## config.mk

```make
export PLATFORM = sky130hd
export DESIGN_NAME = calendar_clock_with_epoch_seconds_unit
export DESIGN_NICKNAME = d
export VERILOG_FILES = /design/src/ccs_pkg.sv /design/src/calendar_clock_with_epoch_seconds_unit.sv /design/src/ccs_tick.sv /design/src/ccs_stamp.sv
export SDC_FILE = /design/constraint.sdc
export NUM_CORES = 1
export LEC_CHECK = 0
export CAP_MARGIN = 20
export CORE_MARGIN = 2
export CORE_UTILIZATION = 45
export DETAILED_ROUTE_END_ITERATION = 8
export DONT_BUFFER_PORTS = 1
export HOLD_SLACK_MARGIN = 0.06
export SLEW_MARGIN = 20
export SYNTH_ARGS = -nofsm -noshare
export SYNTH_HDL_FRONTEND = slang
export SYNTH_SLANG_ARGS = --single-unit
```

## constraint.sdc

```tcl
create_clock -name clock -period 7.6 [get_ports clock]
set_input_delay 1.52 -clock clock [delete_from_list [all_inputs] [get_ports clock]]
set_output_delay 1.52 -clock clock [all_outputs]
set_load 0.05 [all_outputs]
```

## src/ccs_pkg.sv

```systemverilog
// Shared types, constants and calendar helpers for the calendar clock block.
// Used by the tick logic, the timestamp sequencer and the top level.
// No dependencies.
`default_nettype none

package ccs_pkg;

   // Field widths of the calendar.
   localparam int YEAR_W   = 8;
   localparam int MONTH_W  = 4;
   localparam int DAY_W    = 5;
   localparam int HOUR_W   = 5;
   localparam int MINUTE_W = 6;
   localparam int SECOND_W = 6;
   localparam int ZONE_W   = 4;
   localparam int STAMP_W  = 32;
   localparam int FYEAR_W  = 12;

   localparam int REQ_TDATA_W = 40;
   localparam int RSP_TDATA_W = 72;

   // Request kinds carried on req_tuser.
   localparam logic MODE_TICK = 1'b0;
   localparam logic MODE_SET  = 1'b1;

   localparam logic [FYEAR_W-1:0]  BASE_YEAR   = 12'd2000;
   localparam logic [FYEAR_W-1:0]  EPOCH_YEAR  = 12'd1970;
   localparam logic [FYEAR_W-1:0]  NOLEAP_2100 = 12'd2100;
   localparam logic [FYEAR_W-1:0]  NOLEAP_2200 = 12'd2200;
   localparam logic [8:0]          DAYS_PER_YEAR  = 9'd365;
   localparam logic [16:0]         SEC_PER_DAY    = 17'd86400;
   localparam logic [11:0]         SEC_PER_HOUR   = 12'd3600;
   localparam logic [5:0]          SEC_PER_MINUTE = 6'd60;
   localparam logic [SECOND_W-1:0] LAST_SECOND    = 6'd59;
   localparam logic [MINUTE_W-1:0] LAST_MINUTE    = 6'd59;
   localparam logic [HOUR_W-1:0]   LAST_HOUR      = 5'd23;
   localparam logic [MONTH_W:0]    MONTHS_PER_YEAR = 5'd12;

   localparam logic [MONTH_W-1:0] MONTH_JAN = 4'd1;
   localparam logic [MONTH_W-1:0] MONTH_FEB = 4'd2;
   localparam logic [MONTH_W-1:0] MONTH_APR = 4'd4;
   localparam logic [MONTH_W-1:0] MONTH_JUN = 4'd6;
   localparam logic [MONTH_W-1:0] MONTH_SEP = 4'd9;
   localparam logic [MONTH_W-1:0] MONTH_NOV = 4'd11;
   localparam logic [MONTH_W-1:0] MONTH_DEC = 4'd12;

   typedef struct packed {
      logic [YEAR_W-1:0]   year;
      logic [MONTH_W-1:0]  month;
      logic [DAY_W-1:0]    day;
      logic [HOUR_W-1:0]   hour;
      logic [MINUTE_W-1:0] minute;
      logic [SECOND_W-1:0] second;
   } cal_type;

   localparam cal_type CAL_RESET = '{year: 8'd17, month: 4'd1, day: 5'd1,
                                     hour: 5'd0, minute: 6'd0, second: 6'd0};

   typedef struct packed {
      logic                start;
      cal_type             cal;
      logic [ZONE_W-1:0]   zone;
   } stamp_req_type;

   typedef struct packed {
      logic                busy;
      logic                done;
      logic [STAMP_W-1:0]  stamp;
   } stamp_stat_type;

   // Gregorian rule, valid for the years 1970 through 2255 that the block can reach.
   function automatic logic leap_year(input logic [FYEAR_W-1:0] year);
      return (year[1:0] == 2'b00) && (year != NOLEAP_2100) && (year != NOLEAP_2200);
   endfunction

   // Any month number outside January..December counts as a 31-day month.
   function automatic logic [DAY_W-1:0] month_days(input logic [MONTH_W-1:0] month,
                                                   input logic leap);
      logic [DAY_W-1:0] len;
      unique case (month)
         MONTH_FEB:                               len = 5'd28 + DAY_W'(leap);
         MONTH_APR, MONTH_JUN, MONTH_SEP, MONTH_NOV: len = 5'd30;
         default:                                 len = 5'd31;
      endcase
      return len;
   endfunction

endpackage

`default_nettype wire

```

## src/calendar_clock_with_epoch_seconds_unit.sv

```systemverilog
// Top level of the calendar clock with Unix seconds count.
// Depends on ccs_pkg, ccs_tick and ccs_stamp.
//
//   channel  dir  tdata                                   tuser
//   req_     in   year/month/day/hour/minute/second/zone  kind: 0 tick, 1 set
//   rsp_     out  calendar and 32-bit seconds count       -
//
// A tick request's response is valid in the cycle after it is accepted. A set
// request's response is valid once the sequencer has walked the years and months
// before the set date with the shared adder and then finished the day and time.
// req_tready is low while a set is in progress and while a response waits.
// Reset loads 2017-01-01 00:00:00 and a seconds count of zero.
`default_nettype none

module calendar_clock_with_epoch_seconds_unit
   import ccs_pkg::*;
(
   input  logic                   clock,
   input  logic                   reset,
   input  logic                   req_tvalid,
   output logic                   req_tready,
   // set_year[7:0], set_month[11:8], set_day[16:12], set_hour[21:17],
   // set_minute[27:22], set_second[33:28], zone_hours[37:34], zeros[39:38]
   input  logic [REQ_TDATA_W-1:0] req_tdata,
   // mode[0]
   input  logic                   req_tuser,
   output logic                   rsp_tvalid,
   input  logic                   rsp_tready,
   // year_out[7:0], month_out[11:8], day_out[16:12], hour_out[21:17],
   // minute_out[27:22], second_out[33:28], epoch_seconds[65:34], zeros[71:66]
   output logic [RSP_TDATA_W-1:0] rsp_tdata
);

   cal_type             cal_ff;
   logic [STAMP_W-1:0]  count_ff;
   logic                rsp_valid_ff;

   cal_type             tick_cal;
   cal_type             set_cal;
   stamp_req_type       stamp_req;
   stamp_stat_type      stamp_stat;
   logic                req_fire;
   logic                rsp_fire;

   assign req_tready = !stamp_stat.busy && (!rsp_valid_ff || rsp_tready);
   assign req_fire   = req_tvalid && req_tready;
   assign rsp_fire   = rsp_valid_ff && rsp_tready;

   assign set_cal.year   = req_tdata[7:0];
   assign set_cal.month  = req_tdata[11:8];
   assign set_cal.day    = req_tdata[16:12];
   assign set_cal.hour   = req_tdata[21:17];
   assign set_cal.minute = req_tdata[27:22];
   assign set_cal.second = req_tdata[33:28];

   assign stamp_req.start = req_fire && (req_tuser == MODE_SET);
   assign stamp_req.cal   = set_cal;
   assign stamp_req.zone  = req_tdata[37:34];

   ccs_tick u_tick (
      .cal_i (cal_ff),
      .cal_o (tick_cal)
   );

   ccs_stamp u_stamp (
      .clock  (clock),
      .reset  (reset),
      .req_i  (stamp_req),
      .stat_o (stamp_stat)
   );

   always_ff @(posedge clock) begin
      if (reset) begin
         cal_ff       <= CAL_RESET;
         count_ff     <= '0;
         rsp_valid_ff <= 1'b0;
      end else begin
         if ((req_fire && (req_tuser == MODE_TICK)) || stamp_stat.done) begin
            rsp_valid_ff <= 1'b1;
         end else if (rsp_fire) begin
            rsp_valid_ff <= 1'b0;
         end
         if (req_fire) begin
            if (req_tuser == MODE_TICK) begin
               cal_ff       <= tick_cal;
               count_ff     <= count_ff + 32'd1;
            end else begin
               // The calendar is stored as given; the count follows when the walk ends.
               cal_ff <= set_cal;
            end
         end
         if (stamp_stat.done) begin
            count_ff     <= stamp_stat.stamp;
         end
      end
   end

   assign rsp_tvalid = rsp_valid_ff;
   assign rsp_tdata  = {6'b0, count_ff, cal_ff.second, cal_ff.minute, cal_ff.hour,
                        cal_ff.day, cal_ff.month, cal_ff.year};

endmodule

`default_nettype wire

```

## src/ccs_tick.sv

```systemverilog
// One-second advance of the calendar with Gregorian month lengths.
// Depends on ccs_pkg.
`default_nettype none

module ccs_tick
   import ccs_pkg::*;
(
   input  cal_type cal_i,
   output cal_type cal_o
);

   logic               sec_wrap;
   logic               min_wrap;
   logic               hour_wrap;
   logic               day_roll;
   logic               month_roll;
   logic [DAY_W-1:0]   len;
   logic [DAY_W:0]     day_sum;
   logic [MONTH_W:0]   month_sum;
   logic [DAY_W:0]     day_left;
   logic [MONTH_W:0]   month_left;

   assign sec_wrap   = cal_i.second >= LAST_SECOND;
   assign min_wrap   = sec_wrap && (cal_i.minute >= LAST_MINUTE);
   assign hour_wrap  = min_wrap && (cal_i.hour >= LAST_HOUR);
   assign len        = month_days(cal_i.month, leap_year(BASE_YEAR + FYEAR_W'(cal_i.year)));
   assign day_sum    = {1'b0, cal_i.day} + 6'd1;
   assign day_roll   = hour_wrap && (day_sum > {1'b0, len});
   assign month_sum  = {1'b0, cal_i.month} + 5'd1;
   assign month_roll = day_roll && (month_sum > MONTHS_PER_YEAR);
   // An oversized day loses one month length only, landing early in the next month.
   assign day_left   = day_sum - {1'b0, len};
   assign month_left = month_sum - MONTHS_PER_YEAR;

   always_comb begin
      cal_o        = cal_i;
      cal_o.second = sec_wrap ? '0 : cal_i.second + 6'd1;
      if (sec_wrap) begin
         cal_o.minute = min_wrap ? '0 : cal_i.minute + 6'd1;
      end
      if (min_wrap) begin
         cal_o.hour = hour_wrap ? '0 : cal_i.hour + 5'd1;
      end
      if (hour_wrap) begin
         cal_o.day = day_roll ? day_left[DAY_W-1:0] : day_sum[DAY_W-1:0];
      end
      if (day_roll) begin
         cal_o.month = month_roll ? month_left[MONTH_W-1:0] : month_sum[MONTH_W-1:0];
      end
      if (month_roll) begin
         cal_o.year = cal_i.year + 8'd1;
      end
   end

endmodule

`default_nettype wire

```

## src/ccs_stamp.sv

```systemverilog
// Unix timestamp sequencer: one shared 32-bit add/subtract unit walks the
// years and months since 1970, then scales to seconds. Depends on ccs_pkg.
`default_nettype none

module ccs_stamp
   import ccs_pkg::*;
(
   input  logic           clock,
   input  logic           reset,
   input  stamp_req_type  req_i,
   output stamp_stat_type stat_o
);

   typedef enum logic [3:0] {
      ST_IDLE, ST_YEARS, ST_MONTHS, ST_DAY, ST_SCALE,
      ST_HOUR, ST_MINUTE, ST_SECOND, ST_ZONE
   } state_type;

   state_type            state_ff;
   logic                 done_ff;
   logic [STAMP_W-1:0]   acc_ff;
   logic [FYEAR_W-1:0]   year_ff;
   logic [FYEAR_W-1:0]   target_ff;
   logic                 leap_ff;
   logic [MONTH_W-1:0]   month_ff;
   logic [MONTH_W-1:0]   month_lim_ff;
   logic [DAY_W-1:0]     day_ff;
   logic [HOUR_W-1:0]    hour_ff;
   logic [MINUTE_W-1:0]  minute_ff;
   logic [SECOND_W-1:0]  second_ff;
   logic [ZONE_W-1:0]    zone_ff;

   logic [STAMP_W-1:0]   operand;
   logic                 subtract;
   logic [STAMP_W-1:0]   acc_in;
   logic [48:0]          product;
   logic [16:0]          hour_secs;
   logic [11:0]          minute_secs;
   logic [15:0]          zone_secs;
   logic [FYEAR_W-1:0]   set_year;
   logic [MONTH_W-1:0]   month_lim;

   assign hour_secs   = hour_ff * SEC_PER_HOUR;
   assign minute_secs = minute_ff * SEC_PER_MINUTE;
   assign zone_secs   = zone_ff * SEC_PER_HOUR;
   assign product     = acc_ff * SEC_PER_DAY;
   assign set_year    = BASE_YEAR + FYEAR_W'(req_i.cal.year);

   // Months wholly before the loaded one; above December all twelve count.
   always_comb begin
      if (req_i.cal.month == '0) begin
         month_lim = '0;
      end else if (req_i.cal.month > MONTH_DEC) begin
         month_lim = MONTH_DEC;
      end else begin
         month_lim = req_i.cal.month - 4'd1;
      end
   end

   always_comb begin
      operand  = '0;
      subtract = 1'b0;
      unique case (state_ff)
         ST_YEARS:  operand = STAMP_W'(DAYS_PER_YEAR) + STAMP_W'(leap_year(year_ff));
         ST_MONTHS: operand = STAMP_W'(month_days(month_ff, leap_ff));
         ST_DAY:    operand = STAMP_W'(day_ff);
         ST_HOUR:   operand = STAMP_W'(hour_secs);
         ST_MINUTE: operand = STAMP_W'(minute_secs);
         ST_SECOND: operand = STAMP_W'(second_ff);
         ST_ZONE: begin
            operand  = STAMP_W'(zone_secs);
            subtract = 1'b1;
         end
         default:   operand = '0;
      endcase
   end

   assign acc_in = subtract ? acc_ff - operand : acc_ff + operand;

   always_ff @(posedge clock) begin
      if (reset) begin
         state_ff <= ST_IDLE;
         done_ff  <= 1'b0;
      end else begin
         done_ff <= 1'b0;
         unique case (state_ff)
            ST_IDLE: begin
               if (req_i.start) begin
                  // Starting at minus one folds the day-of-month offset in.
                  acc_ff       <= '1;
                  year_ff      <= EPOCH_YEAR;
                  target_ff    <= set_year;
                  leap_ff      <= leap_year(set_year);
                  month_ff     <= MONTH_JAN;
                  month_lim_ff <= month_lim;
                  day_ff       <= req_i.cal.day;
                  hour_ff      <= req_i.cal.hour;
                  minute_ff    <= req_i.cal.minute;
                  second_ff    <= req_i.cal.second;
                  zone_ff      <= req_i.zone;
                  state_ff     <= ST_YEARS;
               end
            end
            ST_YEARS: begin
               if (year_ff == target_ff) begin
                  state_ff <= ST_MONTHS;
               end else begin
                  acc_ff  <= acc_in;
                  year_ff <= year_ff + 12'd1;
               end
            end
            ST_MONTHS: begin
               if (month_ff > month_lim_ff) begin
                  state_ff <= ST_DAY;
               end else begin
                  acc_ff   <= acc_in;
                  month_ff <= month_ff + 4'd1;
               end
            end
            ST_DAY: begin
               acc_ff   <= acc_in;
               state_ff <= ST_SCALE;
            end
            ST_SCALE: begin
               acc_ff   <= product[STAMP_W-1:0];
               state_ff <= ST_HOUR;
            end
            ST_HOUR: begin
               acc_ff   <= acc_in;
               state_ff <= ST_MINUTE;
            end
            ST_MINUTE: begin
               acc_ff   <= acc_in;
               state_ff <= ST_SECOND;
            end
            ST_SECOND: begin
               acc_ff   <= acc_in;
               state_ff <= ST_ZONE;
            end
            ST_ZONE: begin
               acc_ff   <= acc_in;
               done_ff  <= 1'b1;
               state_ff <= ST_IDLE;
            end
            default: state_ff <= ST_IDLE;
         endcase
      end
   end

   assign stat_o.busy  = (state_ff != ST_IDLE) || done_ff;
   assign stat_o.done  = done_ff;
   assign stat_o.stamp = acc_ff;

endmodule

`default_nettype wire

```

==> impl_metrics.json <==
{
  "outcome": "finished clean",
  "synth.most_common_cell": "inv_1",
  "via_count": 12870,
  "start_util": 0.4574,
  "ys_types": 95,
  "final_area_sq_mm": 0.01638,
  "total_power_mw": 5.224,
  "holdWs_ns": 0.5910,
  "hold_violations": 0,
  "cts-root-buf": "clkbuf_16",
  "grt_pass1_wl_microns": 66680,
  "port_buffers": 0,
  "route.antenna.remaining_nets": 0,
  "powerDensity_mw_per_mm2": 319.0,
  "rsz0062_at_grt": "no",
  "power_leakage_nw": 6.866,
  "cts_tree": "yes",
  "cp.required_ns": 7.74,
  "syn2layout_area_growth_pct": 6.493,
  "synthCells": 1774,
  "dp_hpwl_microns": 31900,
  "slew_headroom": 0.3496,
  "setup_tns_ns": 0,
  "met1_length_microns": 18350,
  "dr.pass1.iters": 7,
  "clock_sinks": 162,
  "die_w_microns": 188.9,
  "fp.coreArea_sq_mm": 0.03362,
  "syn_area_sq_mm": 0.01538,
  "die_h_microns": 188.9,
  "post_dp_cell_area_sq_mm": 0.01576,
  "die_area_sq_mm": 0.03567,
  "worstReg2RegStart": "u_stamp.minute_ff[3]",
  "dr.first_iter.drc_count": 914,
  "via_per_inst": 5.831,
  "hold_class": "flip-flop to flip-flop",
  "syn_avg_cell_area_sq_um": 8.668,
  "slowest_delay_ns": 0.51,
  "worstSetupEndpointType": "flip-flop",
  "critPathArrivalTime_ns": 6.73,
  "crit_family": "compound AO/OA/AOI/OAI gates",
  "remaining_drc_errors": 0,
  "nets": 2029,
  "cpMaxStageDelayCell": "fa_1",
  "setup_violations": 0,
  "synth_warnings": 0,
  "io_pins": 119,
  "max_freq_mhz": 151.8,
  "min-delay-start": "u_stamp.acc_ff[25]",
  "wirelength_microns": 41840,
  "grt.total_usage": 0.2356,
  "setup.worst_path.start": "u_stamp.minute_ff[3]",
  "max-cap-violations": 0,
  "cts_max_level": 4,
  "ir_drop_mv": 0.2282,
  "grt_antenna_before_repair": 0,
  "highest_layer": "met4",
  "clk_pin_slew_ns": 0.07,
  "layout_worst_path_cycle_share": 0.8670,
  "ys_seq_elements": 162,
  "synth-edff-count": 90,
  "slew_viol_final": 0,
  "path_cells": "inv_1 -> fa_1 -> fa_1 -> inv_1 -> ha_1 -> xor2_1 -> o32a_1 -> o21ai_0 -> nand4bb_1 -> or2_2 -> o31ai_1 -> xor2_1 -> ha_1 -> nand2_1 -> o21ai_0 -> o31a_1 -> nor3_1 -> o31ai_1 -> a41oi_1 -> o22ai_1 -> mux2i_1 -> o221ai_1",
  "path_buf_inv": 2,
  "wl_met2_microns": 19890,
  "routedWlPerCell_microns": 18.95,
  "fin_util": 0.4871,
  "insertedDiodeCount": 0,
  "worstMarginPinSlew_ns": 0.9743,
  "worstPathMaxFanout": 6,
  "gp_congestion": 0.9247,
  "gr-total-overflow": 0,
  "layout-drive-gt1-share": 0.04148,
  "grt_max_degree": 73,
  "route.met3.wl_microns": 2790,
  "rows": 67,
  "cts_buffer_depth": 2,
  "yosys.area.top_type": "edfxtp_1",
  "synth-async-reset-ratio": 0,
  "ctsResizeCount": 0,
  "fin_crit_ns": 6.589,
  "hold_buffers": 0,
  "timing_worst_setup_path_type": "flip-flop to flip-flop",
  "synth_top_area_frac": 0.1758,
  "insertion_delay_ns": 0.43,
  "fin_skew_ns": 0.008865,
  "yosysSeqAreaShare": 0.2695,
  "yosys-top-cells-area": "edfxtp_1 (18%), ha_1 (14%), dfxtp_1 (9.4%), fa_1 (8.5%), inv_1 (5.6%)",
  "grt_pass1_vias": 12190,
  "synth_common_cells": "inv_1 (230), ha_1 (172), nor2_1 (150)",
  "cts_buffers": 17,
  "synth_ff_type": "edfxtp_1",
  "cts_setup_buffers": 0,
  "worstSetupStartpointType": "flip-flop"
}
routing by layer:
metal / vias to the layer above / GRT usage
li1: 6235 / -
met1: 6173 / 0.3082
met2: 417 / 0.3993
met3: 49 / 0.04541
met4: 0 / 0.06130
met5: - / 0
state kept, by name, indices dropped and copies added (netlist names), 6 cells and up:
name	count
u_stamp.minute_ff	6
u_stamp.acc_ff	32
u_stamp.second_ff	6
count_ff	32
u_stamp.year_ff	12
u_stamp.target_ff	11
rsp_tdata	34
power breakdown:
group / internal (mW) / switching, mW
logic: 1.29 / 1.88
registers: 0.990 / 0.149
clock network: 0.539 / 0.377
total: 2.81 / 2.41
placed cells by master, fill, tap and decap left out, types with 17 or more instances in the layout:
| cell type | instances |
|---|---|
| a22oi_1 | 17 |
| a21oi_1 | 121 |
| and3_1 | 17 |
| a31oi_1 | 18 |
| nor3_1 | 41 |
| nand3_1 | 46 |
| inv_1 | 230 |
| a21o_1 | 21 |
| edfxtp_1 | 90 |
| nand2b_1 | 21 |
| nand2_1 | 111 |
| dfxtp_1 | 72 |
| xor2_1 | 55 |
| o21ai_0 | 119 |
| clkbuf_16 | 18 |
| o221ai_1 | 22 |
| ha_1 | 172 |
| xnor2_1 | 57 |
| fa_1 | 65 |
| nor2_1 | 148 |
| a211oi_1 | 24 |
cells by family after synthesis:
group | after synthesis | share of synthesized area
other | 1 | 0.0002439
buffers and inverters | 296 | 0.07705
AOI/OAI and AO/OA | 461 | 0.1953
xor gates and xnor gates | 113 | 0.06436
muxes | 15 | 0.009764
DFF | 162 | 0.2695
adders and majority gates | 237 | 0.2246
and+or+nand+nor | 489 | 0.1592
metrics by stage:
step	worst slack, ns	std cells
after floorplan	1.541	1779
after global placement	1.210	2176
after global routing	0.5783	2208
final	1.011	2208
after detailed placement	1.033	2176
after CTS	1.016	2208
tightest hold or removal path: stages (launching register included):
cell and delay (ns):
edfxtp_1 0.40, o21ai_1 0.08, nor2_1 0.07
worst paths after layout:
check | endpoint | depth (start not counted) | slack (ns)
setup reg to reg | u_stamp.acc_ff[30] | 22 | 1.01
setup / recovery | u_stamp.acc_ff[30] | 22 | 1.01
hold reg to reg | count_ff[25] | 2 | 0.59
hold / removal | count_ff[25] | 2 | 0.59
layout make-up:
type | count | area (sq um)
Tap cell | 448 | 560.5
Clock inverter | 11 | 150.1
Fill cell | 3244 | 17240
Multi-Input combinational cell | 1321 | 10090
Clock buffer | 21 | 461.7
Sequential cell | 162 | 4144
Inverter | 232 | 870.8
Timing Repair Buffer | 13 | 97.59
Note: power is estimated with default switching activity, not from simulation.
